### src/hw/rtl/cle_pkg.sv
// ----------------------------------------------------------------------------
// cle_pkg
// Shared types and codes for the cursor list engine.
// ----------------------------------------------------------------------------
package cle_pkg;

    localparam int VALUE_W = 32;

    typedef enum logic [3:0] {
        OP_APPEND      = 4'd0,
        OP_PREPEND     = 4'd1,
        OP_INS_BEFORE  = 4'd2,
        OP_INS_AFTER   = 4'd3,
        OP_DEL_FRONT   = 4'd4,
        OP_DEL_BACK    = 4'd5,
        OP_DEL_CURSOR  = 4'd6,
        OP_SET         = 4'd7,
        OP_MOVE_FRONT  = 4'd8,
        OP_MOVE_BACK   = 4'd9,
        OP_PREV        = 4'd10,
        OP_NEXT        = 4'd11,
        OP_CLEAR       = 4'd12,
        OP_READ        = 4'd13
    } t_op;

    typedef enum logic [1:0] {
        ST_OK       = 2'd0,
        ST_EMPTY    = 2'd1,
        ST_NOCURSOR = 2'd2,
        ST_FULL     = 2'd3
    } t_status;

    typedef enum logic [3:0] {
        BS_IDLE,
        BS_RDA,
        BS_RDB,
        BS_WR1,
        BS_WR2,
        BS_REF0,
        BS_REF1,
        BS_REF2,
        BS_REF3
    } t_bstate;

    typedef struct packed {
        t_op                op;
        logic [VALUE_W-1:0] value;
    } t_cmd;

endpackage

### src/hw/rtl/cle_front.sv
// ----------------------------------------------------------------------------
// cle_front
// Accepts command words, decodes the operation and queues them for the back.
// ----------------------------------------------------------------------------
module cle_front (
    input  logic                 i_clk,
    input  logic                 i_rst_n,
    input  logic                 start,
    output logic                 busy,
    input  logic [3:0]           i_operation,
    input  logic [31:0]          i_value,
    output logic                 o_cmd_valid,
    output cle_pkg::t_cmd        o_cmd,
    input  logic                 i_cmd_pop
);
    import cle_pkg::*;

    t_cmd        r_queue [2];
    logic        r_wptr;
    logic        n_wptr;
    logic        r_rptr;
    logic        n_rptr;
    logic [1:0]  r_cnt;
    logic [1:0]  n_cnt;
    logic        push;
    logic        pop;
    t_cmd        dec;

    always_comb begin
        dec.value = i_value;
        if (i_operation > 4'(OP_READ)) begin
            dec.op = OP_READ;
        end else begin
            dec.op = t_op'(i_operation);
        end
    end

    assign busy        = (r_cnt == 2'd2);
    assign push        = start && !busy;
    assign pop         = i_cmd_pop && (r_cnt != 2'd0);
    assign o_cmd_valid = (r_cnt != 2'd0);
    assign o_cmd       = r_queue[r_rptr];

    always_comb begin
        n_wptr = push ? ~r_wptr : r_wptr;
        n_rptr = pop ? ~r_rptr : r_rptr;
        n_cnt  = r_cnt + 2'(push) - 2'(pop);
    end

    always_ff @(posedge i_clk) begin
        if (!i_rst_n) begin
            r_wptr <= 1'b0;
            r_rptr <= 1'b0;
            r_cnt  <= 2'd0;
        end else begin
            r_wptr <= n_wptr;
            r_rptr <= n_rptr;
            r_cnt  <= n_cnt;
        end
    end

    always_ff @(posedge i_clk) begin
        if (push) begin
            r_queue[r_wptr] <= dec;
        end
    end

endmodule

### config.mk
export PLATFORM = sky130hd
export DESIGN_NAME = cle_front
export DESIGN_NICKNAME = d
export VERILOG_FILES = /design/src/hw/rtl/cle_pkg.sv /design/src/hw/rtl/cle_front.sv
export SDC_FILE = /design/constraint.sdc
export NUM_CORES = 1
export LEC_CHECK = 0
export CAP_MARGIN = 0
export CORE_MARGIN = 2
export CORE_UTILIZATION = 35
export DETAILED_ROUTE_END_ITERATION = 8
export DONT_BUFFER_PORTS = 1
export SETUP_SLACK_MARGIN = 0.02
export SYNTH_ARGS = -nofsm -noshare
export SYNTH_HDL_FRONTEND = slang
export SYNTH_SLANG_ARGS = --single-unit
### constraint.sdc
create_clock -name i_clk -period 6.8 [get_ports i_clk]
set_input_delay 0.68 -clock i_clk [delete_from_list [all_inputs] [get_ports i_clk]]
set_output_delay 0.68 -clock i_clk [all_outputs]
set_load 0.05 [all_outputs]
==> out/results.tsv <==
stage	metric	value	unit
global_routing	maximum_number_of_pins_on_one_net_before_global_route_repair	37	
global_routing	antenna_found_initial	0	
pwr	power-per-cell-area	472	nW/µm²
die	chipHeight	96.8	µm
layout	stdcell_area	3260	µm²
setup_path	cell_with_the_largest_stage_delay_on_the_worst_path	dfxtp_2	
setup_path	end_kind	output port	
status	run_status	finished, final reports clean	
setup_path	crit_path_cell_trace	buf_4 > mux2_2	
clocking	clock_sinks	77	
clocking	clock_tree_from_tritoncts	yes	
setup_path	worstSetupPathType	reg -> out	
synth	synth_seq_cells	77	
pwr	total_power	1540	µW
setup_path	cp_max_fo	22	
clocking	cts.repair_timing.setup_buffer_count	0	
synth	synth.avg_cell_area	21.1	µm²
routing	drcViolationCount	0	
die	core_ar	8300	µm²
sta	setup_viol_count_final	0	
clocking	clkLatencyLatePin	330	ps
setup_path	crit_buf_inv	1	
clocking	cts_hold_buf	0	
synth	post_synth_inst_count	143	
pwr	share_comb_of_total_power	37.1	%
layout	flow.area_growth_from_synthesis	8.23	%
sta	fmax	0.382	GHz
sta	finalCritPeriodShare	38.5	%
pwr	p_sw	604	µW
clocking	ctsLongestPathBuffers	2	
layout	layout_common_cells	72 x edfxtp_1, 30 x mux2_4, 9 x clkbuf_8	
global_routing	grt_pass1_wl	7020	µm
sta	setup-tns-final	0	ps
sta	final-hold-violation-count	0	
layout	antenna_cells	0	
place	portBuffers	0	
synth	synth.cell_area	3010	µm²
run	drv.max_cap_violation_count	0	
global_routing	gr-total-overflow	0	
setup_path	critPathArrivalTime	1940	ps
clocking	cts-htree-levels	3	
die	start_util	36.3	%
sta	fin_crit	2620	ps
die	fp.dieArea	9360	µm²
pwr	irDropWorstVdd	0.285	mV
routing	drt_first_pass_iters	4	
pwr	clockPowerShare	20.3	%
die	die_width	96.8	µm
clocking	cts.root.buffer_cell	clkbuf_8	
pwr	sw_frac_of_total	39.3	%
pwr	internal_power	934	µW
sta	fin_worst_hold_slack	434	ps
clocking	cts_inserted_buffers	9	
sta	max_slew_violation_count	0	
layout	layout_commonest_cell	edfxtp_1	
routing	drt-wirelength-per-cell	17.7	µm
synth	synth_fp_nets	185	
sta	maxSlewHeadroom	27.9	%
routing	drt_iter0_markers	25	
die	design.portCount	78	
synth	yosysWarningCount	0	
pwr	static-leakage-power	0.00115	µW
layout	drive_gt1_share	36.8	%
place	place_congestion	0.682	
clocking	path_clk_slew	80	ps
setup_path	cp_data_required_time	6120	ps
clocking	post_cts_resized	0	
routing	number_of_vias_in_the_routed_layout	1198	
die	placement_rows	33	
pwr	sequentialPowerShare	42.6	%
global_routing	track_usage	9.88	%
synth	synth_cell_types	22	
synth	synth_sequential_area_ratio	75.1	%
sta	grt_setup_unrepaired	false	
setup_path	crit_path_start_kind	register	
routing	average_via_count_per_standard_cell	4.66	
place	placed_cell_areas	3080	µm²
setup_path	critical-path-top-delay-family	flip-flops	
sta	timing.clock.skew	16.2	ps
routing	ant_nets	0	
layout	finalNetCount	191	
place	place.detailed.hpwl	3120	µm
sta	tightest_slew	1080	ps
hold_path	hp-class	in -> reg	
setup_path	slowest_delay	630	ps
global_routing	via_count_of_the_first_global_routing_pass	1297	
routing	drt-total-wl	4550	µm
## power groups by stage
| stage | registers [µW] | clock network (µW) | logic (µW) |
|---|---|---|---|
| floorplan | 642 | 0 | 577 |
| finish | 655 | 312 | 571 |
| global route | 665 | 344 | 595 |
| CTS | 658 | 322 | 579 |
| global placement | 660 | 0 | 570 |
| detailed placement | 668 | 0 | 578 |
## metal layers
metal,global-route usage [%],up-vias,routed length (µm)
li1,-,553,-
met1,10.7,582,1780
met2,16.5,61,2290
met3,4.99,2,461
met4,3.90,0,20
met5,0,-,0
## logic make-up (layout without fill, tap and decap cells)
group                      count (synthesis)  after routing  synth area share, %
and+or+nand+nor                           13             13                 2.16
DFF                                       77             77                 75.1
xor gates and xnor gates                   2              2                0.582
AOI/OAI and AO/OA                          3              3                0.790
buffers and inverters                      9             18                 2.99
muxes                                     37             37                 17.5
adders and majority gates                  2              2                0.831
## flip-flops by register name, indices dropped and copies added, names as in the netlist, named ones only
signal,flops
r_queue,72
r_rptr,1
r_wptr,1
r_cnt,2
## layout make-up
cell class	count	area, µm²
clock inverters	5	53.8
repair buffers	1	7.51
well taps	105	131
fillers	729	5040
flip-flops and latches	77	2260
inverters	3	11.3
multi-input cells	57	668
clock buffers	9	124
## path summary, 6_finish.rpt
kind                from              to  slack [ps]  depth (start not counted)
min          i_value[15]  r_queue[1][15]         430                          0
max             register        o_cmd[4]        4180                          2
max reg2reg     r_cnt[0]  r_queue[0][12]        4890                          3
min reg2reg       r_wptr          r_wptr         550                          2
## stage by stage
| stage | utilization [%] | worst slack [ps] | cells |
|---|---|---|---|
| 6_report | 39.3 | 4180 | 257 |
| 5_1_grt | 39.3 | 4060 | 257 |
| 4_1_cts | 39.3 | 4130 | 257 |
| 3_5_place_dp | 37.1 | 4500 | 243 |
| 3_3_place_gp | 37.1 | 4550 | 243 |
| 2_1_floorplan | - | 4080 | 143 |
## synth_stat cells, drive strengths merged
master,count,share of area (%)
inv,3,0.37
mux2i,1,0.33
o21a,1,0.25
and2,2,0.42
xor2,1,0.29
nand2b,2,0.42
buf,4,2.4
or2,1,0.21
nor3,1,0.17
ha,2,0.83
nand2,2,0.25
mux2,36,17
edfxtp,72,72
nor2,4,0.50
xnor2,1,0.29
and3,1,0.21
a21boi,1,0.25
a31o,1,0.29
clkbuf,2,0.25
dfxtp,5,3.3
(Power assumes the default switching activity.)
